## src/gpt_pkg.sv

```systemverilog
// shared types, register map and codes of the general purpose timer
// no dependencies; imported by gpt_core and general_purpose_timer
`default_nettype none

package gpt_pkg;

    localparam int COUNTER_BITS_DEF = 16;
    localparam int NUM_CHANNELS_DEF = 4;
    localparam int MAX_CHANNELS     = 4;

    typedef enum logic [1:0] {
        FUNC_TICK  = 2'd0,
        FUNC_WRITE = 2'd1,
        FUNC_READ  = 2'd2
    } gpt_func_t;

    // register word indexes
    localparam logic [4:0] REG_CR    = 5'd0;
    localparam logic [4:0] REG_DIER  = 5'd3;
    localparam logic [4:0] REG_SR    = 5'd4;
    localparam logic [4:0] REG_EGR   = 5'd5;
    localparam logic [4:0] REG_CCMR1 = 5'd6;
    localparam logic [4:0] REG_CCMR2 = 5'd7;
    localparam logic [4:0] REG_CCER  = 5'd8;
    localparam logic [4:0] REG_CNT   = 5'd9;
    localparam logic [4:0] REG_PSC   = 5'd10;
    localparam logic [4:0] REG_ARR   = 5'd11;
    localparam logic [4:0] REG_CCR1  = 5'd13;
    localparam logic [4:0] REG_CCR2  = 5'd14;
    localparam logic [4:0] REG_CCR3  = 5'd15;
    localparam logic [4:0] REG_CCR4  = 5'd16;

    // control register bits
    localparam int         CTL_EN_BIT   = 0;
    localparam int         CTL_OPM_BIT  = 3;
    localparam int         CTL_DOWN_BIT = 4;
    localparam logic [4:0] CTL_MASK     = 5'b11001;

    // output compare modes, bits 6:4 of a channel byte
    localparam logic [2:0] MODE_SET    = 3'd1;
    localparam logic [2:0] MODE_CLEAR  = 3'd2;
    localparam logic [2:0] MODE_TOGGLE = 3'd3;

    typedef struct packed {
        logic [1:0]  func;
        logic [4:0]  reg_index;
        logic [15:0] write_data;
    } gpt_item_t;

    typedef struct packed {
        logic [15:0] read_data;
        logic        irq;
        logic [3:0]  channel_outputs;
        logic        update_event;
    } gpt_result_t;

endpackage

`default_nettype wire

```

## src/gpt_core.sv

```systemverilog
// timer state and the per-item update: ticks, register writes and reads
// depends on gpt_pkg
`default_nettype none

module gpt_core
    import gpt_pkg::*;
#(
    parameter int COUNTER_BITS = COUNTER_BITS_DEF,
    parameter int NUM_CHANNELS = NUM_CHANNELS_DEF
)
(
    input  logic        clk,
    input  logic        rst_n,
    input  logic        step,
    input  gpt_item_t   item,
    output gpt_result_t result
);

    logic [4:0]              ctl_reg, ctl_next;
    logic                    dier_reg, dier_next;
    logic [4:0]              sr_reg, sr_next;
    logic [15:0]             ccmr_reg [2];
    logic [15:0]             ccmr_next [2];
    logic [15:0]             ccer_reg, ccer_next;
    logic [COUNTER_BITS-1:0] cnt_reg, cnt_next;
    logic [15:0]             psc_reg, psc_next;
    logic [15:0]             psc_act_reg, psc_act_next;
    logic [15:0]             psc_cnt_reg, psc_cnt_next;
    logic [COUNTER_BITS-1:0] arr_reg, arr_next;
    logic [COUNTER_BITS-1:0] ccr_reg [MAX_CHANNELS];
    logic [COUNTER_BITS-1:0] ccr_next [MAX_CHANNELS];
    logic [3:0]              lvl_reg, lvl_next;

    logic [COUNTER_BITS-1:0] wr_cnt;
    logic [1:0]              ccr_sel;
    logic [15:0]             rd;
    logic                    upd;
    logic [3:0]              pins;

    assign wr_cnt  = COUNTER_BITS'(item.write_data);
    assign ccr_sel = 2'(item.reg_index - REG_CCR1);

    always_comb
    begin
        logic [2:0] mode;
        ctl_next     = ctl_reg;
        dier_next    = dier_reg;
        sr_next      = sr_reg;
        ccmr_next    = ccmr_reg;
        ccer_next    = ccer_reg;
        cnt_next     = cnt_reg;
        psc_next     = psc_reg;
        psc_act_next = psc_act_reg;
        psc_cnt_next = psc_cnt_reg;
        arr_next     = arr_reg;
        ccr_next     = ccr_reg;
        lvl_next     = lvl_reg;
        rd           = '0;
        upd          = 1'b0;
        mode         = '0;

        if (step)
        begin
            unique case (gpt_func_t'(item.func))
                FUNC_TICK:
                begin
                    if (ctl_reg[CTL_EN_BIT])
                    begin
                        if (psc_cnt_reg < psc_act_reg)
                        begin
                            psc_cnt_next = 16'(psc_cnt_reg + 16'd1);
                        end
                        else
                        begin
                            psc_cnt_next = '0;
                            if (ctl_reg[CTL_DOWN_BIT])
                            begin
                                if (cnt_reg == '0)
                                begin
                                    cnt_next = arr_reg;
                                    upd      = 1'b1;
                                end
                                else
                                begin
                                    cnt_next = COUNTER_BITS'(cnt_reg - 1'b1);
                                end
                            end
                            else
                            begin
                                // a counter above reload also wraps
                                if (cnt_reg >= arr_reg)
                                begin
                                    cnt_next = '0;
                                    upd      = 1'b1;
                                end
                                else
                                begin
                                    cnt_next = COUNTER_BITS'(cnt_reg + 1'b1);
                                end
                            end
                            if (upd)
                            begin
                                sr_next[0]   = 1'b1;
                                psc_act_next = psc_reg;
                                if (ctl_reg[CTL_OPM_BIT])
                                begin
                                    ctl_next[CTL_EN_BIT] = 1'b0;
                                end
                            end
                            for (int c = 0; c < NUM_CHANNELS; c++)
                            begin
                                if (cnt_next == ccr_reg[2'(c)])
                                begin
                                    sr_next[c+1] = 1'b1;
                                    mode = ccmr_reg[1'(c >> 1)][(c & 1) * 8 + 4 +: 3];
                                    case (mode)
                                        MODE_SET:    lvl_next[c] = 1'b1;
                                        MODE_CLEAR:  lvl_next[c] = 1'b0;
                                        MODE_TOGGLE: lvl_next[c] = ~lvl_reg[c];
                                        default:     lvl_next[c] = lvl_reg[c];
                                    endcase
                                end
                            end
                        end
                    end
                end
                FUNC_WRITE:
                begin
                    unique case (item.reg_index)
                        REG_CR:    ctl_next  = item.write_data[4:0] & CTL_MASK;
                        REG_DIER:  dier_next = item.write_data[0];
                        // status bits are cleared by writing zero
                        REG_SR:    sr_next   = sr_reg & item.write_data[4:0];
                        REG_EGR:
                        begin
                            if (item.write_data[0])
                            begin
                                cnt_next     = ctl_reg[CTL_DOWN_BIT] ? arr_reg : '0;
                                psc_cnt_next = '0;
                                sr_next[0]   = 1'b1;
                                psc_act_next = psc_reg;
                                upd          = 1'b1;
                            end
                            sr_next[4:1] = sr_next[4:1] | item.write_data[4:1];
                        end
                        REG_CCMR1: ccmr_next[0] = item.write_data;
                        REG_CCMR2: ccmr_next[1] = item.write_data;
                        REG_CCER:  ccer_next    = item.write_data;
                        REG_CNT:   cnt_next     = wr_cnt;
                        REG_PSC:   psc_next     = item.write_data;
                        REG_ARR:   arr_next     = wr_cnt;
                        REG_CCR1, REG_CCR2, REG_CCR3, REG_CCR4:
                            ccr_next[ccr_sel] = wr_cnt;
                        default: ;
                    endcase
                end
                FUNC_READ:
                begin
                    unique case (item.reg_index)
                        REG_CR:    rd = 16'(ctl_reg);
                        REG_DIER:  rd = 16'(dier_reg);
                        REG_SR:    rd = 16'(sr_reg);
                        REG_CCMR1: rd = ccmr_reg[0];
                        REG_CCMR2: rd = ccmr_reg[1];
                        REG_CCER:  rd = ccer_reg;
                        REG_CNT:   rd = 16'(cnt_reg);
                        REG_PSC:   rd = psc_reg;
                        REG_ARR:   rd = 16'(arr_reg);
                        REG_CCR1, REG_CCR2, REG_CCR3, REG_CCR4:
                            rd = 16'(ccr_reg[ccr_sel]);
                        default:   rd = '0;
                    endcase
                end
                default: ;
            endcase
        end
    end

    // pins follow the state as it stands after this item
    always_comb
    begin
        pins = '0;
        for (int c = 0; c < NUM_CHANNELS; c++)
        begin
            if (ccer_next[4*c])
            begin
                pins[c] = lvl_next[c] ^ ccer_next[4*c+1];
            end
        end
    end

    assign result.read_data       = rd;
    assign result.irq             = sr_next[0] & dier_next;
    assign result.channel_outputs = pins;
    assign result.update_event    = upd;

    always_ff @(posedge clk or negedge rst_n)
    begin
        if (!rst_n)
        begin
            ctl_reg     <= '0;
            dier_reg    <= 1'b0;
            sr_reg      <= '0;
            ccmr_reg[0] <= '0;
            ccmr_reg[1] <= '0;
            ccer_reg    <= '0;
            cnt_reg     <= '0;
            psc_reg     <= '0;
            psc_act_reg <= '0;
            psc_cnt_reg <= '0;
            arr_reg     <= '1;
            for (int i = 0; i < MAX_CHANNELS; i++)
            begin
                ccr_reg[i] <= '0;
            end
            lvl_reg     <= '0;
        end
        else
        begin
            ctl_reg     <= ctl_next;
            dier_reg    <= dier_next;
            sr_reg      <= sr_next;
            ccmr_reg    <= ccmr_next;
            ccer_reg    <= ccer_next;
            cnt_reg     <= cnt_next;
            psc_reg     <= psc_next;
            psc_act_reg <= psc_act_next;
            psc_cnt_reg <= psc_cnt_next;
            arr_reg     <= arr_next;
            ccr_reg     <= ccr_next;
            lvl_reg     <= lvl_next;
        end
    end

endmodule

`default_nettype wire

```

## src/general_purpose_timer.sv

```systemverilog
// general purpose timer with prescaler, auto-reload and compare channels
//
// one input transfer is one item: a clock tick, a register write or a
// register read, selected by s_tuser. every item gives exactly one result
// transfer on the master side with the read data, the update interrupt
// request, the compare output pins and an update-event flag.
// an accepted item is processed by the core while it sits in the input
// register; the result register loads from the core when the item leaves
// the input register, and m_tvalid is set with it. while m_tready is high,
// one item per cycle is sustained: the timer state update is a single pass
// of short logic between the two registers.
// when m_tready is low the result register holds; the input register still
// takes one more item, then s_tready drops until the result is taken.
// reset empties both pipeline stages and puts every timer register to
// zero, except reload which comes up all ones.
// depends on gpt_pkg and gpt_core
`default_nettype none

module general_purpose_timer
    import gpt_pkg::*;
#(
    parameter int COUNTER_BITS = COUNTER_BITS_DEF,
    parameter int NUM_CHANNELS = NUM_CHANNELS_DEF
)
(
    input  logic        clk,
    input  logic        rst_n,
    input  logic        s_tvalid,
    output logic        s_tready,
    input  logic [23:0] s_tdata,   // reg_index[4:0], write_data[20:5], zero[23:21]
    input  logic [1:0]  s_tuser,   // func[1:0]
    output logic        m_tvalid,
    input  logic        m_tready,
    output logic [23:0] m_tdata    // read_data[15:0], irq[16], channel_outputs[20:17],
                                   // update_event[21], zero[23:22]
);

    logic        in_valid_reg;
    gpt_item_t   in_item_reg;
    logic        out_valid_reg;
    gpt_result_t out_res_reg;

    logic        advance;
    gpt_result_t core_res;

    assign advance  = in_valid_reg && (!out_valid_reg || m_tready);
    assign s_tready = !in_valid_reg || advance;

    gpt_core #(
        .COUNTER_BITS (COUNTER_BITS),
        .NUM_CHANNELS (NUM_CHANNELS)
    ) u_core (
        .clk    (clk),
        .rst_n  (rst_n),
        .step   (advance),
        .item   (in_item_reg),
        .result (core_res)
    );

    always_ff @(posedge clk or negedge rst_n)
    begin
        if (!rst_n)
        begin
            in_valid_reg  <= 1'b0;
            out_valid_reg <= 1'b0;
        end
        else
        begin
            if (s_tvalid && s_tready)
            begin
                in_valid_reg <= 1'b1;
            end
            else if (advance)
            begin
                in_valid_reg <= 1'b0;
            end

            if (advance)
            begin
                out_valid_reg <= 1'b1;
            end
            else if (m_tready)
            begin
                out_valid_reg <= 1'b0;
            end
        end
    end

    always_ff @(posedge clk)
    begin
        if (s_tvalid && s_tready)
        begin
            in_item_reg.func       <= s_tuser;
            in_item_reg.reg_index  <= s_tdata[4:0];
            in_item_reg.write_data <= s_tdata[20:5];
        end
        if (advance)
        begin
            out_res_reg <= core_res;
        end
    end

    assign m_tvalid = out_valid_reg;
    assign m_tdata  = {2'b00, out_res_reg.update_event, out_res_reg.channel_outputs,
                       out_res_reg.irq, out_res_reg.read_data};

endmodule

`default_nettype wire

```

## config.mk

```make
export PLATFORM = sky130hd
export DESIGN_NAME = general_purpose_timer
export DESIGN_NICKNAME = d
export VERILOG_FILES = /design/src/gpt_pkg.sv /design/src/gpt_core.sv /design/src/general_purpose_timer.sv
export SDC_FILE = /design/constraint.sdc
export NUM_CORES = 1
export LEC_CHECK = 0
export BUFFER_PORTS_ARGS = -buffer_cell sky130_fd_sc_hd__buf_2
export CAP_MARGIN = 20
export CORE_MARGIN = 8
export CORE_UTILIZATION = 50
export CTS_BUF_LIST = sky130_fd_sc_hd__clkbuf_4 sky130_fd_sc_hd__clkbuf_8
export DETAILED_ROUTE_END_ITERATION = 6
export PLACE_DENSITY = 0.72
export SYNTH_ARGS = -nofsm -noshare
export SYNTH_HDL_FRONTEND = slang
export SYNTH_SLANG_ARGS = --single-unit
export TNS_END_PERCENT = 10
```

## constraint.sdc

```tcl
create_clock -name clk -period 3.9 [get_ports clk]
set_input_delay 0.195 -clock clk [delete_from_list [all_inputs] [get_ports clk]]
set_output_delay 0.195 -clock clk [all_outputs]
set_load 0.02 [all_outputs]
```

==> run metrics <==
initial antenna violation count 0; Power Density roughly 520 nW/um2; n_diodes 0; io pins between 50 and 60; root buffer cell clkbuf_8; Rows just over 60; setup tns final 0 ns; DP HPWL around 33 mm; Net Sw Frac 0.3467; Sw Pwr between 3 and 4 mW; R2R Setup Slk 0.06 ns; fin. max-slew vios 0; DRT iter0 DRCs between 1k and 1.5k; worst-margin pin slew between 1 and 1.5 ns; Pint just under 6 mW; gpl congestion 0.9618; drt via density around 6.3; GRT Resource Usage Total 0.2641; worst-path cell with the longest stage delay or4_4; total power a little under 9 mW; post-synth cell types slightly below 90; CP Buf/Inv Count 4; Worst slew margin 0.3306; Worst R2R Path Depth 14; number of synthesized flops with an enable pin 45; CP peak stage delay approximately 0.62 ns; endpoints failing setup 0; CTS tree yes; Lkg Pwr around 7.6 nW; crit path DAT 4.16 ns; Clock Sinks 250; first-pass detailed-route iteration total 6; vias ~12k; Max clock buf depth 3; final hold violations 0; grt total ovfl 0; Min-Delay Path Class in -> async; R2R Path Start u_core.cnt_reg[7]; status finished clean; Crit path required time 4.22 ns; layout filler cell count 2287; Worst Path Max Fanout 5; clock latency on the worst-skew pair ~0.57 ns; H-tree levels 2; Starting Density 0.5065; IO Port Bufs 50; Mapped Cells between 1k and 1.5k; period utilization 0.9855; global-route wire length before repair roughly 69 mm; synth warn 0; R2R Path End m_tdata[17]; ys flop type dfrtp_1; largest net degree at the start of global routing 113; clock skew roughly 0.020 ns; clock slew at reported path FFs roughly 0.060 ns; CP top delay family simple AND/OR/NAND/NOR gates; Comb pwr share 0.365; post-layout min period 3.844 ns; Critical Path Start Type flip-flop; max reg flops 64; WL final ~45 mm; Crit path top cell by count buf_4; Reg power frac 0.350; clock power share 0.285; clock buffer count from CTS 42; Die Width about 180 um; cell area after synthesis ~14000 um2; Crit Path Category reg -> reg; RSZ-0062 raised after global routing true; MaxCap Viol Count 0; vias in the first global route 11.66k; Synth async-reset ratio 0.8200; Final #Nets between 1.5k and 2k; Chip Height roughly 180 um; register bit total from synthesis 250; ratio of cells with drive above 1 in the final layout 0.3448; endpoint type of the worst setup path flip-flop; Final ANT Viol Nets 0; Residual DRC 0; Seq/Total Area, Yosys 0.4620; post-layout util 0.6107; Fmax around 260 MHz; Avg WL per Cell roughly 24 um; core area 27780 um2; crit path cell chain or4_4 -> nor2_1 -> buf_4 -> a311oi_4 -> buf_4 -> buf_4 -> nor4_1 -> o31ai_2 -> a2111oi_2 -> buf_4 -> and3_1 -> a41o_1 -> and3b_1 -> nor3_2; Die ar. 33770 um2; peak supply drop ~0.29 mV; synth-to-layout area growth 20.58%; Synth Area per Inst roughly 11 um2
-- synthesized netlist by cell type (7+ instances only) --
cell	n	area share
a31oi_1	27	0.012
o22ai_1	7	0.0031
edfxtp_1	45	0.096
and3_1	16	0.0071
xor2_1	7	0.0044
dfstp_2	16	0.030
dfrtp_1	189	0.34
and4_1	7	0.0044
inv_1	54	0.014
mux2_2	167	0.13
a211oi_1	16	0.0085
nand3_1	25	0.0089
nor3_1	25	0.0089
nand2b_1	29	0.013
o21ai_0	70	0.025
o31ai_1	9	0.0048
xnor2_1	12	0.0075
ha_1	39	0.035
buf_1	8	0.0021
clkbuf_1	72	0.019
or3_1	9	0.0040
o211ai_1	7	0.0037
or4_1	7	0.0037
a22o_1	20	0.012
mux4_2	16	0.026
nand4_1	15	0.0067
nor4_1	16	0.0071
nor2_1	56	0.015
nand2_1	87	0.023
a21o_1	19	0.010
mux2i_1	7	0.0050
a21oi_1	32	0.011
a22oi_1	19	0.010
a221oi_1	21	0.013
-- final cells by class --
cell class	instances	area (um2)	share of cell area
multi-input combinational	897	7169	0.4225
sequential	250	6501	0.3832
timing repair buffer	229	1695	0.09992
clock buffer	67	828.3	0.04882
tap	378	473.0	0.02787
inverter	55	206.4	0.01217
clock inverter	10	93.84	0.005531
-- layout by cell type, fill, tap and decap left out, drive strengths merged, types with 29 or more instances in the layout --
cell,count
mux2,169
inv,55
ha,39
o21ai,71
edfxtp,45
a21oi,32
nor2,56
buf,201
dfrtp,189
nand2,87
nand2b,29
clkbuf,68
-- through the flow --
| stage | hold slack (ns) | setup WS [ns] | instance area, um2 | instances |
|---|---|---|---|---|
| after floorplan | -0.1006 | 0.01372 | 14090 | 1293 |
| after global placement | 0.3713 | -0.1172 | 15580 | 1777 |
| after detailed placement | 0.3731 | -0.1222 | 15580 | 1777 |
| after CTS | 0.3132 | 0.009466 | 16790 | 1881 |
| after global routing | 0.3257 | -0.09082 | 16970 | 1886 |
| final | 0.2759 | 0.05644 | 16970 | 1886 |
-- cells by family after synthesis --
kind of cell,share of synthesized area
multiplexers,0.1658
other,0.0002665
AO/OA/AOI/OAI,0.1593
buffers and inverters,0.04117
XOR/XNOR,0.01183
adder cells (fa/ha/maj),0.03468
AND/OR/NAND/NOR,0.1249
flip-flops,0.4620
-- power by group through the flow --
| stage | logic, mW | clock network, mW | registers, mW |
|---|---|---|---|
| 6_report | 3.23 | 2.53 | 3.10 |
| 2_1_floorplan | 1.62 | 0 | 3.04 |
| 5_1_grt | 3.43 | 2.68 | 3.12 |
| 4_1_cts | 2.98 | 2.56 | 3.08 |
| 3_3_place_gp | 2.91 | 0 | 3.12 |
| 3_5_place_dp | 2.93 | 0 | 3.13 |
-- how the worst max path moves through the flow --
stage,startpoint,end,slack [ns],cells after the start
2_1_floorplan,u_core.cnt_reg[0],m_tdata[17],0.01,14
3_3_place_gp,u_core.arr_reg[5],m_tdata[18],-0.12,13
3_5_place_dp,u_core.arr_reg[0],m_tdata[18],-0.12,14
4_1_cts,u_core.arr_reg[0],m_tdata[18],0.009,14
5_1_grt,u_core.cnt_reg[0],m_tdata[17],-0.09,14
6_report,u_core.cnt_reg[7],m_tdata[17],0.06,14
-- metal layers --
| layer | track usage | wire length (um) | vias up | share of wire |
|---|---|---|---|---|
| met1 | 0.3595 | 19230 | 5931 | 0.43 |
| met4 | 0.1094 | 1818 | 0 | 0.041 |
| met3 | 0.04368 | 3079 | 109 | 0.069 |
| met2 | 0.4150 | 20440 | 485 | 0.46 |
| met5 | 0 | 0 | - | 0 |
| li1 | - | - | 5267 | - |
-- repair_timing --
action	CTS	global route
hold endpoints to repair	123	0
hold buffers	27	0
setup buffers	0	5
pin swaps	2	15
setup endpoints to repair	3	5
gates resized for setup	4	27
Power figures use the tool's default switching activity.
